$ cat config.mk
export PLATFORM = sky130hd
export DESIGN_NAME = byte_stream_cipher_keystream_core
export DESIGN_NICKNAME = d
export VERILOG_FILES = /design/src/rtl/bsck_pkg.sv /design/src/rtl/bsck_ram.sv /design/src/rtl/byte_stream_cipher_keystream_core.sv
export SDC_FILE = /design/constraint.sdc
export NUM_CORES = 1
export LEC_CHECK = 0
export BUFFER_PORTS_ARGS = -buffer_cell sky130_fd_sc_hd__buf_2
export CAP_MARGIN = 20
export CORE_AREA = 2 2 248 299
export DETAILED_ROUTE_END_ITERATION = 10
export DIE_AREA = 0 0 250 301
export SLEW_MARGIN = 0
export SYNTH_ARGS = -nofsm -noshare
export SYNTH_HDL_FRONTEND = slang
export SYNTH_SLANG_ARGS = --single-unit
$ cat constraint.sdc
create_clock -name clk_i -period 9.85 [get_ports clk_i]
set_input_delay 1.97 -clock clk_i [delete_from_list [all_inputs] [get_ports clk_i]]
set_output_delay 1.97 -clock clk_i [all_outputs]
set_load 0.05 [all_outputs]
$ cat src/rtl/bsck_pkg.sv
// Shared types and constants for the byte stream cipher keystream core.
package bsck_pkg;

  localparam int unsigned KEY_BYTES_DEF = 32;
  localparam int unsigned MIX_STEPS_DEF = 256;

  localparam int unsigned ACT_W  = 2;
  localparam int unsigned POS_W  = 5;
  localparam int unsigned BYTE_W = 8;

  typedef enum logic [ACT_W-1:0] {
    ACT_ABSORB = 2'd0,
    ACT_MIX    = 2'd1,
    ACT_DATA   = 2'd2,
    ACT_CLEAR  = 2'd3
  } action_e;

  typedef enum logic [2:0] {
    ST_IDLE,
    ST_ABS_RD,
    ST_ABS_WR,
    ST_MIX_RD,
    ST_MIX_WR,
    ST_DAT_RD_I,
    ST_DAT_RD_N,
    ST_DAT_WR
  } state_e;

endpackage

$ cat src/rtl/bsck_ram.sv
// Generic single-write, single-read RAM with registered read data.
module bsck_ram #(
  parameter int unsigned WIDTH = 8,
  parameter int unsigned DEPTH = 32
) (
  input  logic                     clk_i,
  input  logic                     we_i,
  input  logic [$clog2(DEPTH)-1:0] waddr_i,
  input  logic [WIDTH-1:0]         wdata_i,
  input  logic [$clog2(DEPTH)-1:0] raddr_i,
  output logic [WIDTH-1:0]         rdata_o
);

  logic [WIDTH-1:0] mem [DEPTH];
  logic [WIDTH-1:0] rdata_q;

  always_ff @(posedge clk_i) begin
    if (we_i) begin
      mem[waddr_i] <= wdata_i;
    end
    rdata_q <= mem[raddr_i];
  end

  assign rdata_o = rdata_q;

endmodule

$ cat src/rtl/byte_stream_cipher_keystream_core.sv
// Top level of the byte stream cipher keystream core.
//
// Input channel (in_valid_i / in_stall_o) carries action_i, position_i and
// in_byte_i; a transaction happens when valid is high and stall is low.
// Output channel (out_valid_o / out_stall_i) carries out_byte_o, one result
// per data item, held in an output register until taken.
// The key bytes sit in one key RAM driven by a small sequencer, one RAM read
// and at most one RAM write per cycle:
//   clear, or absorb at a position beyond the state: done in the idle state
//   absorb: a read, then add and write back
//   mix: a first read, then MIX_STEPS steps, one step per cycle with the next
//     read issued while the current entry is written
//   data: two reads (current and next entry) and one write; the result is
//     loaded into the output register together with the write
// in_stall_o is high while an item is in progress. A data item waits in its
// write cycle while the output register is full and stalled; the state then
// does not advance. Reset, and a clear item, zero the accumulator, index and
// counter and mark every key entry as zero through per-entry valid bits, so
// no clearing pass is needed.
module byte_stream_cipher_keystream_core #(
  parameter int unsigned KEY_BYTES = bsck_pkg::KEY_BYTES_DEF,
  parameter int unsigned MIX_STEPS = bsck_pkg::MIX_STEPS_DEF
) (
  input  logic                        clk_i,
  input  logic                        rst_ni,
  input  logic                        in_valid_i,
  output logic                        in_stall_o,
  input  logic [bsck_pkg::ACT_W-1:0]  action_i,
  input  logic [bsck_pkg::POS_W-1:0]  position_i,
  input  logic [bsck_pkg::BYTE_W-1:0] in_byte_i,
  output logic                        out_valid_o,
  input  logic                        out_stall_i,
  output logic [bsck_pkg::BYTE_W-1:0] out_byte_o
);

  import bsck_pkg::*;

  localparam int unsigned IW = $clog2(KEY_BYTES);
  localparam int unsigned CW = (MIX_STEPS > 1) ? $clog2(MIX_STEPS) : 1;

  state_e state_q, state_d;

  logic [POS_W-1:0]  pos_q;
  logic [BYTE_W-1:0] byte_q;
  logic [BYTE_W-1:0] acc_q, acc_d;
  logic [BYTE_W-1:0] bc_q, bc_d;
  logic [BYTE_W-1:0] ki_q, ki_d;
  logic [IW-1:0]     idx_q, idx_d;
  logic [IW-1:0]     q_q, q_d;
  logic [CW-1:0]     cnt_q, cnt_d;
  logic [KEY_BYTES-1:0] vld_q;
  logic              rd_vld_q;
  logic              out_valid_q;
  logic [BYTE_W-1:0] out_byte_q;

  logic              ram_we;
  logic [IW-1:0]     ram_waddr, ram_raddr;
  logic [BYTE_W-1:0] ram_wdata, ram_rdata, rd_data;

  action_e           in_act;
  logic              in_fire, pos_ok, clr, out_load, out_free, mix_last;
  logic [IW-1:0]     idx_nx, q_nx, pos_addr;
  logic [BYTE_W-1:0] abs_new, mix_new, mix_acc, dat_new, dat_acc, ks;

  bsck_ram #(
    .WIDTH(BYTE_W),
    .DEPTH(KEY_BYTES)
  ) u_key_ram (
    .clk_i  (clk_i),
    .we_i   (ram_we),
    .waddr_i(ram_waddr),
    .wdata_i(ram_wdata),
    .raddr_i(ram_raddr),
    .rdata_o(ram_rdata)
  );

  assign in_stall_o = (state_q != ST_IDLE);
  assign in_fire    = in_valid_i && !in_stall_o;
  assign in_act     = action_e'(action_i);
  assign pos_ok     = (32'(position_i) < KEY_BYTES);
  assign pos_addr   = IW'(pos_q);
  assign out_free   = !out_valid_q || !out_stall_i;
  assign mix_last   = (cnt_q == CW'(MIX_STEPS - 1));

  assign idx_nx = (idx_q == IW'(KEY_BYTES - 1)) ? '0 : idx_q + IW'(1);
  assign q_nx   = (q_q == IW'(KEY_BYTES - 1)) ? '0 : q_q + IW'(1);

  // unwritten entries read as zero
  assign rd_data = rd_vld_q ? ram_rdata : '0;

  assign abs_new = rd_data + byte_q;
  assign mix_new = rd_data + acc_q;
  assign mix_acc = acc_q + mix_new + BYTE_W'(cnt_q);
  assign dat_new = ki_q + rd_data + acc_q;
  assign dat_acc = acc_q + dat_new + bc_q;
  assign ks      = (dat_acc + dat_new) ^ dat_new;

  always_comb begin
    state_d = state_q;
    unique case (state_q)
      ST_IDLE: begin
        if (in_fire) begin
          unique case (in_act)
            ACT_ABSORB: state_d = pos_ok ? ST_ABS_RD : ST_IDLE;
            ACT_MIX:    state_d = ST_MIX_RD;
            ACT_DATA:   state_d = ST_DAT_RD_I;
            ACT_CLEAR:  state_d = ST_IDLE;
            default:    state_d = ST_IDLE;
          endcase
        end
      end
      ST_ABS_RD:   state_d = ST_ABS_WR;
      ST_ABS_WR:   state_d = ST_IDLE;
      ST_MIX_RD:   state_d = ST_MIX_WR;
      ST_MIX_WR:   state_d = mix_last ? ST_IDLE : ST_MIX_WR;
      ST_DAT_RD_I: state_d = ST_DAT_RD_N;
      ST_DAT_RD_N: state_d = ST_DAT_WR;
      ST_DAT_WR:   state_d = out_free ? ST_IDLE : ST_DAT_WR;
      default:     state_d = ST_IDLE;
    endcase
  end

  always_comb begin
    ram_we    = 1'b0;
    ram_waddr = idx_q;
    ram_wdata = '0;
    ram_raddr = idx_q;
    acc_d     = acc_q;
    bc_d      = bc_q;
    idx_d     = idx_q;
    q_d       = q_q;
    cnt_d     = cnt_q;
    ki_d      = ki_q;
    clr       = 1'b0;
    out_load  = 1'b0;
    unique case (state_q)
      ST_IDLE: begin
        cnt_d = '0;
        q_d   = '0;
        clr   = in_fire && (in_act == ACT_CLEAR);
      end
      ST_ABS_RD: ram_raddr = pos_addr;
      ST_ABS_WR: begin
        ram_we    = 1'b1;
        ram_waddr = pos_addr;
        ram_wdata = abs_new;
        acc_d     = acc_q + abs_new;
      end
      ST_MIX_RD: ram_raddr = q_q;
      ST_MIX_WR: begin
        ram_we    = 1'b1;
        ram_waddr = q_q;
        ram_wdata = mix_new;
        ram_raddr = q_nx;
        acc_d     = mix_acc;
        cnt_d     = cnt_q + CW'(1);
        q_d       = q_nx;
      end
      ST_DAT_RD_I: ram_raddr = idx_q;
      ST_DAT_RD_N: begin
        ram_raddr = idx_nx;
        ki_d      = rd_data;
      end
      ST_DAT_WR: begin
        ram_raddr = idx_nx;
        if (out_free) begin
          ram_we    = 1'b1;
          ram_waddr = idx_q;
          ram_wdata = dat_new;
          acc_d     = dat_acc;
          bc_d      = bc_q + 8'd1;
          idx_d     = idx_nx;
          out_load  = 1'b1;
        end
      end
      default: ;
    endcase
  end

  always_ff @(posedge clk_i or negedge rst_ni) begin
    if (!rst_ni) begin
      state_q     <= ST_IDLE;
      acc_q       <= '0;
      bc_q        <= '0;
      idx_q       <= '0;
      q_q         <= '0;
      cnt_q       <= '0;
      vld_q       <= '0;
      rd_vld_q    <= 1'b0;
      out_valid_q <= 1'b0;
    end else begin
      state_q  <= state_d;
      q_q      <= q_d;
      cnt_q    <= cnt_d;
      rd_vld_q <= vld_q[ram_raddr];
      if (clr) begin
        acc_q <= '0;
        bc_q  <= '0;
        idx_q <= '0;
        vld_q <= '0;
      end else begin
        acc_q <= acc_d;
        bc_q  <= bc_d;
        idx_q <= idx_d;
        if (ram_we) begin
          vld_q[ram_waddr] <= 1'b1;
        end
      end
      if (out_load) begin
        out_valid_q <= 1'b1;
      end else if (!out_stall_i) begin
        out_valid_q <= 1'b0;
      end
    end
  end

  always_ff @(posedge clk_i) begin
    if (in_fire) begin
      pos_q  <= position_i;
      byte_q <= in_byte_i;
    end
    ki_q <= ki_d;
    if (out_load) begin
      out_byte_q <= byte_q ^ ks;
    end
  end

  assign out_valid_o = out_valid_q;
  assign out_byte_o  = out_byte_q;

endmodule

==> results.md, run 1 <==
- Final hold violation count: 0
- Ys Warns: 0
- Std-Cell Rows: 108
- R2R depth: 16
- Most common cell after layout, fill and taps aside: edfxtp_1
- Post-synthesis sequential area ratio: 58.47%
- DR vias/cell: 4.625
- Hold_buf cts: 0
- Fin worst setup slack: 4713 ps
- Total gr overflow: 0
- Ranking of synthesized cells by area: edfxtp_1, dfrtp_1, mux2i_1
- Skew final: 19.73 ps
- Worst-path fanout max: 8
- Worst EP required: 10,140 ps
- Buffer count from post-CTS setup fixing: 0
- Die Width: 250 um
- GR Util met2: 21.17%
- Most used routing layer: met2
- FF+latch count, synth: 364
- First-pass GRT wire length: 69.12 mm
- Worst-path clk slew: 60 ps
- Syn_area_per_cell: 13.66 sq um
- Cell mode on critical path: fa_1
- Worst-Margin Slew: 1082 ps
- Initial core utilization: 24.87%
- CTS HTree Levels: 2
- Final-layout fill cell count: 7,331
- Crit path depth: 16
- Area leader, netlist: edfxtp_1
- Die area: 0.07525 sq mm
- Ant diodes: 0
- Count of final setup violators: 0
- FF-to-FF setup slack: 4710 ps
- Tightest Hold Check Type: register to register
- Antenna violations before repair: 3
- Main synth FF type: edfxtp_1
- Startpoint types: register
- Period Utilization, post-route: 52.16%
- # DRC: 0
- MaxCap Viol Count: 0
- Die Ht: 301 um
- CTS Sinks: 364
- Arrival @ worst endpoint: 5430 ps
- I/O Pins: 29
- Area occupied by registers: 0.01050 sq mm
- Area grow syn2layout: 14.42%
- Syn Nets: 1,413
- Multi-input logic area: 0.007020 sq mm
- Drt pass-1 iters: 5
- CTS resizes: 0
- Post-synth EDFFs: 285
- Final WL: 45.61 mm
- Critical-path cell list: and2_1 > fa_1 > ha_1 > fa_1 > inv_1 > fa_1 > inv_1 > fa_1 > a211oi_1 > o21a_1 > ha_1 > or3_1 > o21ai_0 > a21oi_1 > xor2_1 > xnor2_1
- Buf/Inv on CP: 2
- GRT Overall Usage: 12.16%
- Syn Inst Count: 1,314
- Cell Area, Synth: 0.01795 sq mm
- 1st-iter DRT viols: 665
- Nets: 1,451
- Fin. max-slew vios: 0
- Synth cell types: 67
- Hold path depth: 1
- Dpl ws: 4684 ps
- TritonCTS Buffers: 41
- Top-area cell type share of the netlist area: 47.68%
- Kind of critical path: register to register
- Max Fclk: 194.7 MHz
- Headroom to the max-slew limit: 27.86%
- Max Buffers Root-to-Sink: 3
- Worst Setup End Kind: register
- CTS tree: done
- Worst-Skew Late Latency: 570 ps
- Leading cell types in the layout, fill and taps excluded: edfxtp_1, mux2i_1, nor2_1, mux2_2, dfrtp_1
- HPWL Detailed: 29.97 mm
- M3 GR Usage: 1.867%
- Routed via count: 10,730
- Number of global-route vias before repair: 11,210
- I/O Buffers: 28
- Async SR Flop Fraction: 19.51%
- Share of post-route cells with drive strength above 1: 15.02%
- Setup TNS: 0 ps
- Crit path max-delay family: adder cells
- Antenna Nets Post-Route: 0
- Post-route minimum period: 5137 ps
- WL per Instance: 19.66 um
- Gpl congestion: 0.8676
- Critical Path Slowest Stage Cell: fa_1
- Clock Tree Root: clkbuf_16
- Slowest stage delay, CP: 560 ps
- GR Layer Usage met1: 14.87%
- RSZ-0062 raised after global routing: no
- Core area: 0.07216 sq mm
- Status: finished, final reports clean
- Pin count of the biggest net entering global routing: 145
-- routing by layer --
metal | wire length [um] | vias up
li1 | - | 5016
met1 | 19300 | 5329
met2 | 22500 | 282
met3 | 1951 | 103
met4 | 1857 | 0
met5 | 0 | -
-- logic make-up after synthesis --
logic type / count (synthesis) / share of synthesized area [%]
DFF: 364 / 58.47
and+or+nand+nor: 237 / 6.734
muxes: 219 / 12.72
buffers and inverters: 100 / 2.788
AOI/OAI and AO/OA: 244 / 9.160
xor gates and xnor gates: 70 / 3.416
adders and majority gates: 80 / 6.706
-- Yosys cell counts (all sizes together) (34+ instances only) --
master	number
a21oi	43
a22oi	42
buf	34
dfrtp	71
edfxtp	285
ha	53
inv	49
mux2	73
mux2i	146
nand2	38
nor2	94
o21ai	52
xnor2	50
-- layout make-up --
type                       count  share of cell area (%)
timing repair buffer          46                   1.511
multi-input combinational    850                   34.18
clock buffer                  61                   6.007
sequential                   364                   51.10
tap                          935                   5.696
clock inverter                15                  0.6031
inverter                      49                  0.8956
-- flip-flops by register name, summed over array words and instances, names as in the netlist --
name and flops:
u_key_ram.mem 256, vld_q 32, acc_q 8, bc_q 8
byte_q 8, cnt_q 8, ki_q 8, out_byte_o 8
u_key_ram.rdata_o 8, idx_q 5, pos_addr 5, q_q 5
state_q 3, out_valid_o 1, rd_vld_q 1
-- final timing paths --
check	start	to
setup reg to reg	rd_vld_q$_DFF_PN0_	out_byte_o[7]$_DFFE_PP_
setup / recovery	rd_vld_q$_DFF_PN0_	out_byte_o[7]$_DFFE_PP_
hold reg to reg	vld_q[24]$_DFFE_PN0P_	vld_q[24]$_DFFE_PN0P_
max in group asynchronous	rst_ni	vld_q[18]$_DFFE_PN0P_
hold / removal	vld_q[24]$_DFFE_PN0P_	vld_q[24]$_DFFE_PN0P_
min in group asynchronous	rst_ni	acc_q[2]$_DFFE_PN0P_
-- through the flow --
stage	hold slack, ps	utilization (%)	std cells	area [sq um]
floorplan	463.4	-	1314	17950
global placement	472.1	26.54	2243	19150
detailed placement	478.9	26.54	2243	19150
CTS	491.4	28.42	2319	20510
global route	502.3	28.46	2320	20540
finish	488.7	28.46	2320	20540
Power of run 1 is left out: the tool's default activity adds up to more than one toggle a clock period on the data nets, which glitch-free logic cannot reach.
==> run 2: changes to the inputs <==
Clock period 9.85 ns to 5.24 ns, I/O delays scaled along.
==> run 2 against run 1 <==
  * Register-to-register slack worse by 4400 ps
  * Count of clock-buffer cells in the layout is 9 lower
  * Wire length is 1.4% higher
  * Global-route usage is 0.12 points higher
  * Core utilization is 0.75 points higher
  * Sequential share of layout area is 1.3 points lower
  * Die area stayed put
  * Maximum frequency is 4.6% higher
  * Via count is 2.6% higher
  * Final cell count is 2.2% higher
==> results.md, run 2 (synthesis results as in run 1) <==
- Worst-Skew Late Latency: 580 ps (was 570 ps)
- Crit path max-delay family: adder cells (unchanged)
- Slowest stage delay, CP: 560 ps (about the same)
- Drt pass-1 iters: 5 (unchanged)
- Count of final setup violators: 0 (unchanged)
- Die area: 0.07525 sq mm (unchanged)
- DR vias/cell: 4.646 (was 4.625)
- Headroom to the max-slew limit: 31.94% (was 27.86%)
- Worst-Margin Slew: 1017 ps (was 1082 ps)
- Fin worst setup slack: 329.7 ps (was 4713 ps)
- Area grow syn2layout: 17.42% (was 14.42%)
- Core area: 0.07216 sq mm (unchanged)
- Total gr overflow: 0 (unchanged)
- Critical-path cell list: and2_1 > fa_1 > ha_1 > fa_1 > inv_1 > fa_1 > inv_1 > ha_1 > a21o_1 > a21oi_2 > o21bai_1 > a21oi_1 > xnor2_1 > ha_1 > or3_1 > o21ai_0 > a21oi_1 > xor2_1 > xnor2_1 (was and2_1 > fa_1 > ha_1 > fa_1 > inv_1 > fa_1 > inv_1 > fa_1 > a211oi_1 > o21a_1 > ha_1 > or3_1 > o21ai_0 > a21oi_1 > xor2_1 > xnor2_1)
- Ant diodes: 0 (unchanged)
- Worst-path fanout max: 8 (unchanged)
- Fin. max-slew vios: 0 (unchanged)
- Nets: 1,500 (was 1,451)
- Period Utilization, post-route: 93.71% (was 52.16%)
- Clock Tree Root: clkbuf_16 (unchanged)
- # DRC: 0 (unchanged)
- Die Ht: 301 um (unchanged)
- TritonCTS Buffers: 42 (was 41)
- Hold_buf cts: 0 (unchanged)
- HPWL Detailed: 31.02 mm (was 29.97 mm)
- Kind of critical path: register to register (unchanged)
- Routed via count: 11,010 (was 10,730)
- CTS tree: done (unchanged)
- Setup TNS: 0 ps (unchanged)
- Startpoint types: register (unchanged)
- Initial core utilization: 24.87% (unchanged)
- Max Fclk: 203.7 MHz (was 194.7 MHz)
- GRT Overall Usage: 12.28% (was 12.16%)
- Final-layout fill cell count: 7,302 (was 7,331)
- Number of global-route vias before repair: 11,140 (was 11,210)
- Worst EP required: 5550 ps (was 10,140 ps)
- Antenna violations before repair: 3 (unchanged)
- Max FFs per register: 256 (unchanged)
- WL per Instance: 19.52 um (was 19.66 um)
- Status: finished, final reports clean (unchanged)
- Antenna Nets Post-Route: 0 (unchanged)
- CTS HTree Levels: 2 (unchanged)
- First-pass GRT wire length: 70.17 mm (was 69.12 mm)
- 1st-iter DRT viols: 823 (was 665)
- Pin count of the biggest net entering global routing: 117 (was 145)
- MaxCap Viol Count: 0 (unchanged)
- Critical Path Slowest Stage Cell: fa_1 (unchanged)
- I/O Buffers: 28 (unchanged)
- Top flop regs: u_key_ram.mem x256, vld_q x32 (unchanged)
- Arrival @ worst endpoint: 5220 ps (was 5430 ps)
- Max Buffers Root-to-Sink: 3 (unchanged)
- CTS Sinks: 364 (unchanged)
- Gpl congestion: 0.8921 (was 0.8676)
- Die Width: 250 um (unchanged)
- RSZ-0062 raised after global routing: no (unchanged)
- Most common cell after layout, fill and taps aside: edfxtp_1 (unchanged)
- Post-route minimum period: 4910 ps (was 5137 ps)
- I/O Pins: 29 (unchanged)
- Buf/Inv on CP: 2 (unchanged)
- Reg with most FFs: u_key_ram.mem (unchanged)
- Worst-path clk slew: 60 ps (about the same)
- Skew final: 33.23 ps (was 19.73 ps)
- Worst Setup End Kind: register (unchanged)
- Share of post-route cells with drive strength above 1: 18.40% (was 15.02%)
- Final hold violation count: 0 (unchanged)
- Leading cell types in the layout, fill and taps excluded: edfxtp_1, mux2i_1, nor2_1, mux2_2, dfrtp_1 (unchanged)
- Dpl ws: 264.8 ps (was 4684 ps)
- Final WL: 46.26 mm (was 45.61 mm)
- Tightest Hold Check Type: input port to asynchronous set/reset pin (was register to register)
- Finished Core Util: 29.21% (was 28.46%)
- Std-Cell Rows: 108 (unchanged)
==> run 2: cell types whose count changed in the layout (fill, tap and decap cells not counted), moves of 2 or more <==
cell,delta
buf_4,+48
clkbuf_8,-7
clkbuf_1,-2
clkinvlp_4,+2
clkinv_1,-2
bufinv_16,+9
==> run 2: final cells by class <==
| cell class | count | area (sq um) | share of cell area, % |
|---|---|---|---|
| sequential | 364 | 10500 | 49.80 |
| multi-input combinational | 850 | 7024 | 33.33 |
| tap | 935 | 1170 | 5.551 |
| clock buffer | 52 | 1130 | 5.361 |
| timing repair buffer | 94 | 663.1 | 3.147 |
| clock inverter | 26 | 407.9 | 1.935 |
| inverter | 49 | 183.9 | 0.8727 |
==> run 2: timing repair <==
action                     in CTS  in global routing
hold endpoints to repair        0                  0
gates resized for setup         0                  2
setup endpoints to repair       0                  1
buffers inserted                0                  0
==> run 2: metrics by stage <==
step	area, sq um	hold slack (ps)	instances
finish	21080	425.5	2370
global route	21080	427.2	2370
CTS	21070	398.2	2370
detailed placement	19530	478.9	2292
global placement	19530	471.3	2292
floorplan	17950	463.4	1314
==> run 2: final timing paths <==
path | from | end | slack [ps] | depth (start not counted)
worst max-delay path | rd_vld_q$_DFF_PN0_ | out_byte_o[7]$_DFFE_PP_ | 330 | 19
worst min-delay path | rst_ni | acc_q[3]$_DFFE_PN0P_ | 430 | 1
worst max register to register | rd_vld_q$_DFF_PN0_ | out_byte_o[7]$_DFFE_PP_ | 330 | 19
worst min register to register | vld_q[31]$_DFFE_PN0P_ | vld_q[31]$_DFFE_PN0P_ | 490 | 1
max in group asynchronous | rst_ni | rd_vld_q$_DFF_PN0_ | 3760 | 2
min in group clk_i | vld_q[31]$_DFFE_PN0P_ | vld_q[31]$_DFFE_PN0P_ | 490 | 1
==> run 2: layer usage <==
metal	GRT usage, %	wire, um	vias up
met2	21.64	23430	242
met3	2.135	1933	82
met5	0	0	-
met1	15.21	19510	5575
met4	4.092	1378	0
li1	-	-	5113
Power of run 2 is left out for the same reason.
